==> config.mk <==
export PLATFORM = sky130hd
export DESIGN_NAME = utf8_codepoint_decoder
export DESIGN_NICKNAME = d
export VERILOG_FILES = /design/src/rtl/ucd_pkg.sv /design/src/rtl/utf8_codepoint_decoder.sv
export SDC_FILE = /design/constraint.sdc
export NUM_CORES = 1
export LEC_CHECK = 0
export ABC_AREA = 1
export ABC_CLOCK_PERIOD_IN_PS = 6700
export BUFFER_PORTS_ARGS = -buffer_cell sky130_fd_sc_hd__buf_2
export CORE_MARGIN = 10
export CORE_UTILIZATION = 60
export CTS_CLUSTER_DIAMETER = 40
export DETAILED_ROUTE_END_ITERATION = 8
export PLACE_DENSITY = 0.89
export SLEW_MARGIN = 20
export SYNTH_ARGS = -nofsm -noshare
export SYNTH_HDL_FRONTEND = slang
export SYNTH_SLANG_ARGS = --single-unit
export TNS_END_PERCENT = 30
==> constraint.sdc <==
create_clock -name clk -period 6.7 [get_ports clk]
set_clock_uncertainty 0.1 [all_clocks]
set_input_delay 0 -clock clk [delete_from_list [all_inputs] [get_ports clk]]
set_output_delay 0 -clock clk [all_outputs]
set_load 0.01 [all_outputs]
==> src/rtl/ucd_pkg.sv <==
// Shared types, constants and lead byte helpers for the UTF-8 code point decoder.
// No dependencies; imported by utf8_codepoint_decoder.
`default_nettype none

package ucd_pkg;

    localparam logic [7:0]  ASCII_LIMIT    = 8'h80;
    localparam logic [7:0]  LEAD2_MASK     = 8'hE0;
    localparam logic [7:0]  LEAD2_TAG      = 8'hC0;
    localparam logic [7:0]  LEAD3_MASK     = 8'hF0;
    localparam logic [7:0]  LEAD3_TAG      = 8'hE0;
    localparam logic [7:0]  LEAD4_MASK     = 8'hF8;
    localparam logic [7:0]  LEAD4_TAG      = 8'hF0;
    localparam logic [7:0]  CONT_MASK      = 8'hC0;
    localparam logic [7:0]  CONT_TAG       = 8'h80;
    localparam logic [20:0] REPLACEMENT_CP = 21'h00FFFD;

    // Sequence lengths announced by a lead byte.
    localparam logic [2:0] LEN_BAD  = 3'd0;
    localparam logic [2:0] LEN_ONE  = 3'd1;
    localparam logic [2:0] LEN_TWO  = 3'd2;
    localparam logic [2:0] LEN_THREE = 3'd3;
    localparam logic [2:0] LEN_FOUR = 3'd4;

    typedef struct packed {
        logic [7:0] in_byte;
        logic       final_byte;
    } in_item_t;

    typedef struct packed {
        logic [20:0] code_point;
        logic        replaced;
        logic [2:0]  byte_count;
        logic        last_of_run;
        logic        text_done;
    } out_item_t;

    function automatic logic [2:0] lead_len(input logic [7:0] lead);
        logic [2:0] len;
        priority if (lead < ASCII_LIMIT)
            len = LEN_ONE;
        else if ((lead & LEAD2_MASK) == LEAD2_TAG)
            len = LEN_TWO;
        else if ((lead & LEAD3_MASK) == LEAD3_TAG)
            len = LEN_THREE;
        else if ((lead & LEAD4_MASK) == LEAD4_TAG)
            len = LEN_FOUR;
        else
            len = LEN_BAD;
        return len;
    endfunction

    function automatic logic is_cont(input logic [7:0] b);
        return (b & CONT_MASK) == CONT_TAG;
    endfunction

endpackage

`default_nettype wire

==> src/rtl/utf8_codepoint_decoder.sv <==
// UTF-8 code point decoder: byte stream in, code points out, one shared decode step.
// Depends on ucd_pkg for item types, lead byte constants and helpers.
// A byte is taken only while idle; the decode step then produces its results one per
// cycle while the output is not stalled. A byte yields n results (0..4), and the next
// byte is taken only once the results of the one before, if any, are out.
// Reset (rst_n low, asynchronous) empties the byte buffer and the output register;
// the held bytes are cleared as well, though they are never read unwritten.
`default_nettype none

module utf8_codepoint_decoder (
    input  wire logic              clk,
    input  wire logic              rst_n,
    input  wire logic              byte_valid,
    output logic                   byte_ready,
    input  wire ucd_pkg::in_item_t byte_item,
    output logic                   cp_valid,
    input  wire logic              cp_ready,
    output ucd_pkg::out_item_t     cp_item
);
    import ucd_pkg::*;

    typedef enum logic {
        IDLE,
        BUSY
    } state_t;

    state_t      state_reg;
    logic [7:0]  buf_reg [4];
    logic [2:0]  held_reg;
    logic        fin_reg;
    logic        out_valid_reg;
    out_item_t   out_reg;

    // The decode step. It looks at the oldest held byte, works out the one
    // result it yields, and how many bytes that result consumes.
    logic [7:0]  lead;
    logic [2:0]  len;
    logic        incomplete;
    logic        conts_ok;
    logic [20:0] assembled;
    logic [20:0] cp_value;
    logic        rep_value;
    logic [2:0]  used;
    logic        produce;

    // What is left after this result, to tell whether another one follows.
    logic [2:0]  held_next;
    logic [7:0]  next_lead;
    logic [2:0]  next_len;
    logic        more;
    logic [7:0]  buf_next [4];
    logic        slot_free;
    logic        accept;

    assign lead       = buf_reg[0];
    assign len        = lead_len(lead);
    assign incomplete = held_reg < len;

    // Continuation bytes are only checked up to the announced length.
    assign conts_ok = (len < LEN_TWO   || is_cont(buf_reg[1]))
                   && (len < LEN_THREE || is_cont(buf_reg[2]))
                   && (len < LEN_FOUR  || is_cont(buf_reg[3]));

    always_comb
    begin
        assembled = '0;
        unique case (len)
            LEN_TWO:   assembled = {10'd0, lead[4:0], buf_reg[1][5:0]};
            LEN_THREE: assembled = {5'd0, lead[3:0], buf_reg[1][5:0], buf_reg[2][5:0]};
            LEN_FOUR:  assembled = {lead[2:0], buf_reg[1][5:0], buf_reg[2][5:0],
                                    buf_reg[3][5:0]};
            default:   assembled = {13'd0, lead};
        endcase
    end

    always_comb
    begin
        cp_value  = REPLACEMENT_CP;
        rep_value = 1'b1;
        used      = LEN_ONE;
        priority if (len == LEN_ONE)
        begin
            cp_value  = {13'd0, lead};
            rep_value = 1'b0;
        end
        else if (len == LEN_BAD)
        begin
            // Invalid lead: replaced, one byte consumed.
        end
        else if (incomplete)
        begin
            // Text cut off inside a sequence: everything held goes into one replacement.
            used = held_reg;
        end
        else if (conts_ok)
        begin
            cp_value  = assembled;
            rep_value = 1'b0;
            used      = len;
        end
        else
        begin
            // Bad continuation: only the lead is consumed.
        end
    end

    // A result exists unless nothing is held, or the sequence still waits for bytes.
    assign produce = (held_reg != 3'd0) && (!incomplete || fin_reg);

    assign held_next = held_reg - used;
    assign next_lead = buf_reg[used[1:0]];
    assign next_len  = lead_len(next_lead);
    assign more      = (held_next != 3'd0) && ((held_next >= next_len) || fin_reg);

    // Drop the consumed bytes from the front of the buffer.
    always_comb
    begin
        logic [2:0] src;
        for (int k = 0; k < 4; k++)
        begin
            src = 3'(k) + used;
            if (src < 3'd4)
                buf_next[k] = buf_reg[src[1:0]];
            else
                buf_next[k] = buf_reg[k];
        end
    end

    assign slot_free  = !out_valid_reg || cp_ready;
    assign byte_ready = (state_reg == IDLE);
    assign accept     = byte_valid && byte_ready;
    assign cp_valid   = out_valid_reg;
    assign cp_item    = out_reg;

    always_ff @(posedge clk or negedge rst_n)
    begin
        if (!rst_n)
        begin
            state_reg     <= IDLE;
            held_reg      <= 3'd0;
            fin_reg       <= 1'b0;
            out_valid_reg <= 1'b0;
            out_reg       <= '0;
            for (int k = 0; k < 4; k++)
                buf_reg[k] <= 8'h00;
        end
        else
        begin
            // A taken result is cleared unless the decode step refills the slot now.
            if (out_valid_reg && cp_ready && !(state_reg == BUSY && produce))
                out_valid_reg <= 1'b0;

            unique case (state_reg)
                IDLE:
                begin
                    if (accept)
                    begin
                        // At most three bytes are held between items.
                        buf_reg[held_reg[1:0]] <= byte_item.in_byte;
                        held_reg               <= held_reg + 3'd1;
                        fin_reg                <= byte_item.final_byte;
                        state_reg              <= BUSY;
                    end
                end
                BUSY:
                begin
                    if (!produce)
                    begin
                        state_reg <= IDLE;
                        if (fin_reg)
                            held_reg <= 3'd0;
                    end
                    else if (slot_free)
                    begin
                        out_valid_reg       <= 1'b1;
                        out_reg.code_point  <= cp_value;
                        out_reg.replaced    <= rep_value;
                        out_reg.byte_count  <= used;
                        out_reg.last_of_run <= !more;
                        out_reg.text_done   <= !more && fin_reg;
                        for (int k = 0; k < 4; k++)
                            buf_reg[k] <= buf_next[k];
                        if (!more)
                        begin
                            state_reg <= IDLE;
                            held_reg  <= fin_reg ? 3'd0 : held_next;
                        end
                        else
                        begin
                            held_reg <= held_next;
                        end
                    end
                end
                default:
                begin
                    state_reg <= IDLE;
                end
            endcase
        end
    end

`ifndef NO_ASSERTIONS
    // Between items no more than three bytes wait for the rest of a sequence.
    a_held_idle: assert property (@(posedge clk) disable iff (!rst_n)
        state_reg == IDLE |-> held_reg <= 3'd3)
        else $error("more than three bytes held while idle");

    // The end of a text is always the last result of its byte.
    a_done_last: assert property (@(posedge clk) disable iff (!rst_n)
        cp_valid && cp_item.text_done |-> cp_item.last_of_run)
        else $error("text_done without last_of_run");

    // A result never consumes more bytes than a sequence can hold.
    a_count_range: assert property (@(posedge clk) disable iff (!rst_n)
        cp_valid |-> (cp_item.byte_count >= 3'd1 && cp_item.byte_count <= 3'd4))
        else $error("byte_count out of range");

    // After the final byte of a text has been worked off, nothing stays held.
    a_flush: assert property (@(posedge clk) disable iff (!rst_n)
        state_reg == BUSY && fin_reg && !produce |=> held_reg == 3'd0)
        else $error("bytes left over after end of text");
`endif

endmodule

`default_nettype wire

==> key figures, run 1 <==
Outcome
  – Status: finished clean

Yosys
  – Mapped Area: 0.00486 mm2
  – Cells after synthesis: 708
  – Yosys top cell area share: 0.335
  – Yosys warning count: 0
  – Post-synth top flop: dfrtp_1
  – Synth area leader: dfrtp_1
  – Top post-synthesis cells by area: dfrtp_1, nand2_1, nand3_1
  – Register area share after synthesis: 0.335
  – Post-synth ARST share: 1.00
  – Post-synth EDFFs: 0
  – Netlist cell types: 41
  – Seq cells post-synth: 65
  – Synth cell count leaders: nand2_1, nand3_1, nor2_1
  – Syn nets: 734
  – Syn avg cell area: 6.86 um2
  – Cell with the most instances after synthesis: nand2_1

Flow run
  – Max-cap violations: 0

Clocking
  – Max H-tree Level: 3
  – Clock slew at reported path FFs: 90 ps
  – CTS tree: yes
  – Clock sinks: 65
  – Root buffer cell: clkbuf_8
  – Clock buffer count from CTS: 9
  – Clk_lat worst skew: 360 ps
  – Longest Clk Path Bufs: 2

Hold path
  – Hold endpoint: state_reg
  – Hold path cells: 3
  – Worst min-delay path class: in -> reg
  – Hold Startpoint: byte_valid

Cells and area
  – Final #Nets: 769
  – Antenna diodes: 0
  – Syn-to-layout area delta: 11.0%
  – Layout cells sized above 1: 0.123
  – Largest register FFs: 27
  – Fillers: 643

GRT
  – Largest net degree at the start of global routing: 66
  – Initial antenna violation count: 0
  – Global-route wire length before repair: 24800 um
  – GRT Total Usage: 0.254
  – Number of global-route vias before repair: 4852
  – Remaining global-route overflow: 0

Setup path
  – Arrival @ worst endpoint: 4810 ps
  – CP max FO: 33
  – CP cell instances: nand2_1 > nor2_2 > nand2_2 > ha_1 > a21oi_1 > a21boi_2 > nand2_2 > nand3_1 > ha_1 > inv_1 > fa_1 > xor2_1 > inv_1 > nand2_1 > nand2_1 > ha_1 > a21oi_1 > o2111ai_1 > nand3_1 > nand3_1
  – R2R cell count: 20
  – CP top delay family: simple AND/OR/NAND/NOR gates
  – WS Path Type: reg -> reg
  – CP startpoint kind: register
  – Flop2flop setup slack: 2020 ps
  – RR Startpoint: lead[7]
  – Crit path buf inv count: 2
  – WP data required: 6840 ps
  – Slowest CP cell: dfrtp_1
  – Crit path largest cell delay: 580 ps
  – CP endpoint kind: register
  – Worst R2R End: state_reg

Timing
  – Final slew viol count: 0
  – Hold Vio Cnt, Final: 0
  – Fin crit share: 0.698
  – WHS: 50.7 ps
  – RSZ-0062 raised after global routing: false
  – F_max: 0.214 GHz
  – Worst slew pin tran: 819 ps
  – Relative slew slack: 0.454
  – Setup-failing EPs final: 0
  – Final TNS setup: 0 ps
  – Period minus WS final: 4680 ps

Floorplan
  – # rows: 32
  – Core ar.: 0.00781 mm2
  – I/O Pins: 42
  – Die H: 110 um
  – Initial Utilization: 0.622
  – Die Area: 0.0121 mm2
  – Die width: 110 um

Routing
  – Routed WL per cell: 17.8 um
  – Initial DRC count: 892
  – # DRC: 0
  – Drt first pass iters: 6
  – Total wire length: 15100 um
  – Vias/cell: 6.27
  – Vias: 5327
  – Post-DRT Antenna Nets: 0

Placement
  – DP Wirelength: 10800 um
  – Port buffer count: 41
  – RePlAce Congestion: 0.948
## what timing repair did
item	CTS	global route
buffers inserted	0	0
hold endpoints to repair	80	0
gates resized for setup	0	0
hold buffers	11	0
## final cells by class
class                      instances  area, um2  area share
inverter                          59        221      0.0411
multi-input combinational        554       2840       0.526
timing repair buffer              54        330      0.0613
tap                              102        128      0.0237
clock inverter                     7        125      0.0232
sequential                        65       1630       0.302
clock buffer                       9        124      0.0230
## routing by layer
| layer | vias to the layer above | share of wire | GRT usage |
|---|---|---|---|
| met5 | - | 0 | 0 |
| met4 | 0 | 0.019 | 0.100 |
| met3 | 44 | 0.13 | 0.0604 |
| met2 | 387 | 0.45 | 0.384 |
| met1 | 2426 | 0.40 | 0.343 |
| li1 | 2470 | - | - |
## cells in the final DEF, fill, tap and decap left out, drive strengths merged
cell           n
o31ai          1
a21boi         9
nand3        113
nand2        181
a211oi         2
buf           43
ha            12
or2            1
mux2i          1
o2111ai        2
o211ai         5
nor2          99
bufinv         3
clkbuf         9
a221oi         3
dfrtp         65
nand4         34
clkinv         3
a22oi          5
fa             1
o311ai         2
inv           60
dlygate4sd3   11
nand3b         2
o21ai         24
a21oi         42
xor2           1
o21a           1
o22ai         13
## tightest hold or removal path, cell delays in order
cell	delay, ps
buf_2	70
nand2_1	240
nand3_1	170
## logic make-up (layout without fill, tap and decap cells)
logic type | after synthesis | in the layout | synth area share
buf+inv | 89 | 129 | 0.0811
fa+ha+maj | 13 | 13 | 0.0350
mux | 1 | 1 | 0.00206
simple gates | 430 | 430 | 0.407
flops | 65 | 65 | 0.335
xor+xnor | 1 | 1 | 0.00180
compound gates | 109 | 109 | 0.138
## through the flow
step | setup WS (ps) | utilization | area, um2 | instances
5_1_grt | 1670 | 0.691 | 5390 | 850
3_5_place_dp | 2150 | 0.645 | 5030 | 823
6_report | 2020 | 0.691 | 5390 | 850
2_1_floorplan | 2950 | - | 4860 | 708
4_1_cts | 2080 | 0.691 | 5390 | 850
3_3_place_gp | 2400 | 0.645 | 5030 | 823
## worst max-delay path by stage
| stage | from | end | slack, ps | cells past startpoint |
|---|---|---|---|---|
| 2_1_floorplan | lead[4] | state_reg | 2950 | 21 |
| 3_3_place_gp | lead[7] | state_reg | 2400 | 20 |
| 3_5_place_dp | lead[7] | state_reg | 2150 | 20 |
| 4_1_cts | lead[7] | state_reg | 2080 | 20 |
| 5_1_grt | lead[7] | state_reg | 1670 | 20 |
| 6_report | lead[7] | state_reg | 2020 | 20 |
Power of run 1 is not shown: default switching activity piles up to over one toggle a cycle in this logic, so the estimate is an artifact.
==> inputs of run 2 (changes only) <==
Settings changed: ABC_CLOCK_PERIOD_IN_PS 6700 to 4000, CORE_UTILIZATION 60 to 55, PLACE_DENSITY 0.89 to 0.86.
Clock period 6.7 ns to 4 ns, I/O delays scaled along.
==> run 2 against run 1 <==
Cell count is 1.5% higher. Routed wire length is 3.9% lower. Clock-buffer cell count grew 4. Die area is 7.4% higher. Fmax up 26%. Non-clock buffer count up 8. Largest cell class unchanged. Register-to-register slack got worse by 1700 ps. First-iteration DRC count down 27%.
==> key figures, run 2 (synthesis gave the netlist of run 1 again) <==
Setup path
  – CP startpoint kind: register
  – CP endpoint kind: register
  – CP top delay family: adder cells
  – Instance count on the critical path: 20 (unchanged)
  – CP cell instances: inv_2 > o21ai_4 > ha_1 > nand2_1 > inv_1 > a21boi_4 > nand2_2 > nand3_1 > ha_1 > inv_1 > fa_1 > xor2_1 > inv_1 > nand2_1 > nand2_1 > ha_1 > a21oi_1 > o2111ai_1 > nand3_1 > nand3_1
  – WP data required: 4130 ps (-2710 ps)
  – Slowest CP cell: dfrtp_1
  – Flop2flop setup slack: 290 ps (-1730 ps)
  – Arrival @ worst endpoint: 3840 ps (-970 ps)
  – Crit path largest cell delay: 460 ps (-120 ps)
  – Worst R2R End: state_reg
  – R2R cell count: 20 (unchanged)
  – CP max FO: 6 (-82%)
  – RR Startpoint: lead[4]
  – Crit path buf inv count: 4 (+2)
  – WS Path Type: reg -> reg

Floorplan
  – Initial Utilization: 0.560 (-0.0624)
  – Die Area: 0.0130 mm2 (+7.4%)
  – I/O Pins: 42 (unchanged)
  – Die width: 114 um (+3.6%)
  – Die H: 114 um (+3.6%)
  – # rows: 34 (+6.3%)
  – Core ar.: 0.00868 mm2 (+11%)

Cells and area
  – Most frequent cells in the layout: nand2_1, nand3_1, nor2_1, dfrtp_1, inv_1
  – Final #Nets: 777 (+1.0%)
  – Storage element area: 0.00163 mm2 (unchanged)
  – Syn-to-layout area delta: 11.2%
  – Layout cells sized above 1: 0.131 (+0.00813)
  – Final std cells w/o fill: 863 (+1.5%)
  – Largest register FFs: 27 (unchanged)
  – Antenna diodes: 0 (unchanged)
  – Fillers: 781 (+21%)
  – Multi-input gate area: 0.00285 mm2 (+0.40%)
  – Commonest non-fill, non-tap cell in the layout: nand2_1

Routing
  – Vias: 5247 (-1.5%)
  – Vias/cell: 6.08 (-3.0%)
  – Drt first pass iters: 7 (+1)
  – Post-DRT Antenna Nets: 0 (unchanged)
  – Initial DRC count: 654 (-27%)
  – # DRC: 0 (unchanged)
  – Total wire length: 14600 um (-3.9%)
  – Routed WL per cell: 16.9 um (-5.4%)

Timing
  – Period minus WS final: 3710 ps (-968 ps)
  – Worst slew pin tran: 752 ps (-66.9 ps)
  – Setup-failing EPs final: 0 (unchanged)
  – Final TNS setup: 0 ps (unchanged)
  – Fin crit share: 0.927 (+0.229)
  – F_max: 0.270 GHz (+26%)
  – Final slew viol count: 0 (unchanged)
  – RSZ-0062 raised after global routing: false
  – Hold Vio Cnt, Final: 0 (unchanged)
  – Relative slew slack: 0.499 (+0.0446)

GRT
  – GRT Total Usage: 0.226 (-0.0287)
  – Global-route wire length before repair: 24500 um (-1.1%)
  – Largest net degree at the start of global routing: 41 (-38%)
  – Remaining global-route overflow: 0 (unchanged)
  – Initial antenna violation count: 0 (unchanged)
  – Number of global-route vias before repair: 4881 (+0.60%)

Clocking
  – CTS tree: yes
  – Max H-tree Level: 3 (unchanged)
  – Clk_lat worst skew: 350 ps (about the same)
  – Post-CTS Setup Inserts: 0 (unchanged)
  – Longest Clk Path Bufs: 2 (unchanged)
  – Clock sinks: 65 (unchanged)
  – Root buffer cell: clkbuf_8
  – Clock slew at reported path FFs: 70 ps (-20 ps)
  – Clock buffer count from CTS: 9 (unchanged)

Hold path
  – Hold Startpoint: byte_valid
  – Worst min-delay path class: in -> reg
  – Hold path cells: 3 (unchanged)
  – Hold endpoint: state_reg

Flow run
  – Max-cap violations: 0 (unchanged)

Outcome
  – Status: finished clean

Placement
  – Placed Cells: 837 (+1.7%)
  – DP Wirelength: 10900 um (+0.81%)
  – RePlAce Congestion: 0.966 (+1.9%)
  – Port buffer count: 41 (unchanged)
-- run 2: how the worst max path moves through the flow --
stage	to	slack (ps)	from
after floorplan	state_reg	250	lead[4]
after global placement	state_reg	490	lead[4]
after detailed placement	state_reg	280	lead[4]
after CTS	state_reg	260	lead[4]
after global routing	state_reg	2	lead[4]
final	state_reg	290	lead[4]
-- run 2: layout make-up --
type | instances | share of cell area
clock buffers | 13 | 0.0313
clock inverters | 2 | 0.00232
inverters | 59 | 0.0410
multi-input cells | 554 | 0.527
flip-flops and latches | 65 | 0.301
well taps | 108 | 0.0250
repair buffers | 62 | 0.0723
-- run 2: metal layers --
layer	up-vias	global-route usage	part of all wire
met5	-	0	0
met4	0	0.0668	0.018
met3	33	0.0499	0.11
met2	338	0.358	0.46
met1	2386	0.300	0.41
li1	2490	-	-
-- run 2: worst min-delay path, stage by stage --
cell and delay [ps]:
buf_2 70, nand2_1 200, nand3_1 160
-- run 2: stage by stage --
stage	cell area [um2]	hold WS, ps	utilization	setup WS (ps)
2_1_floorplan	4860	-396	-	250
3_3_place_gp	5100	-7.12	0.588	487
3_5_place_dp	5100	11.7	0.588	285
4_1_cts	5390	15.5	0.621	256
5_1_grt	5400	70.4	0.623	2.07
6_report	5400	14.6	0.623	290
-- run 2: timing repair --
item,in CTS,in global routing
hold buffers,11,0
hold endpoints to repair,42,0
endpoints found under the setup margin,0,2
gates resized for setup,0,2
Power of run 2 is left out for the same reason.
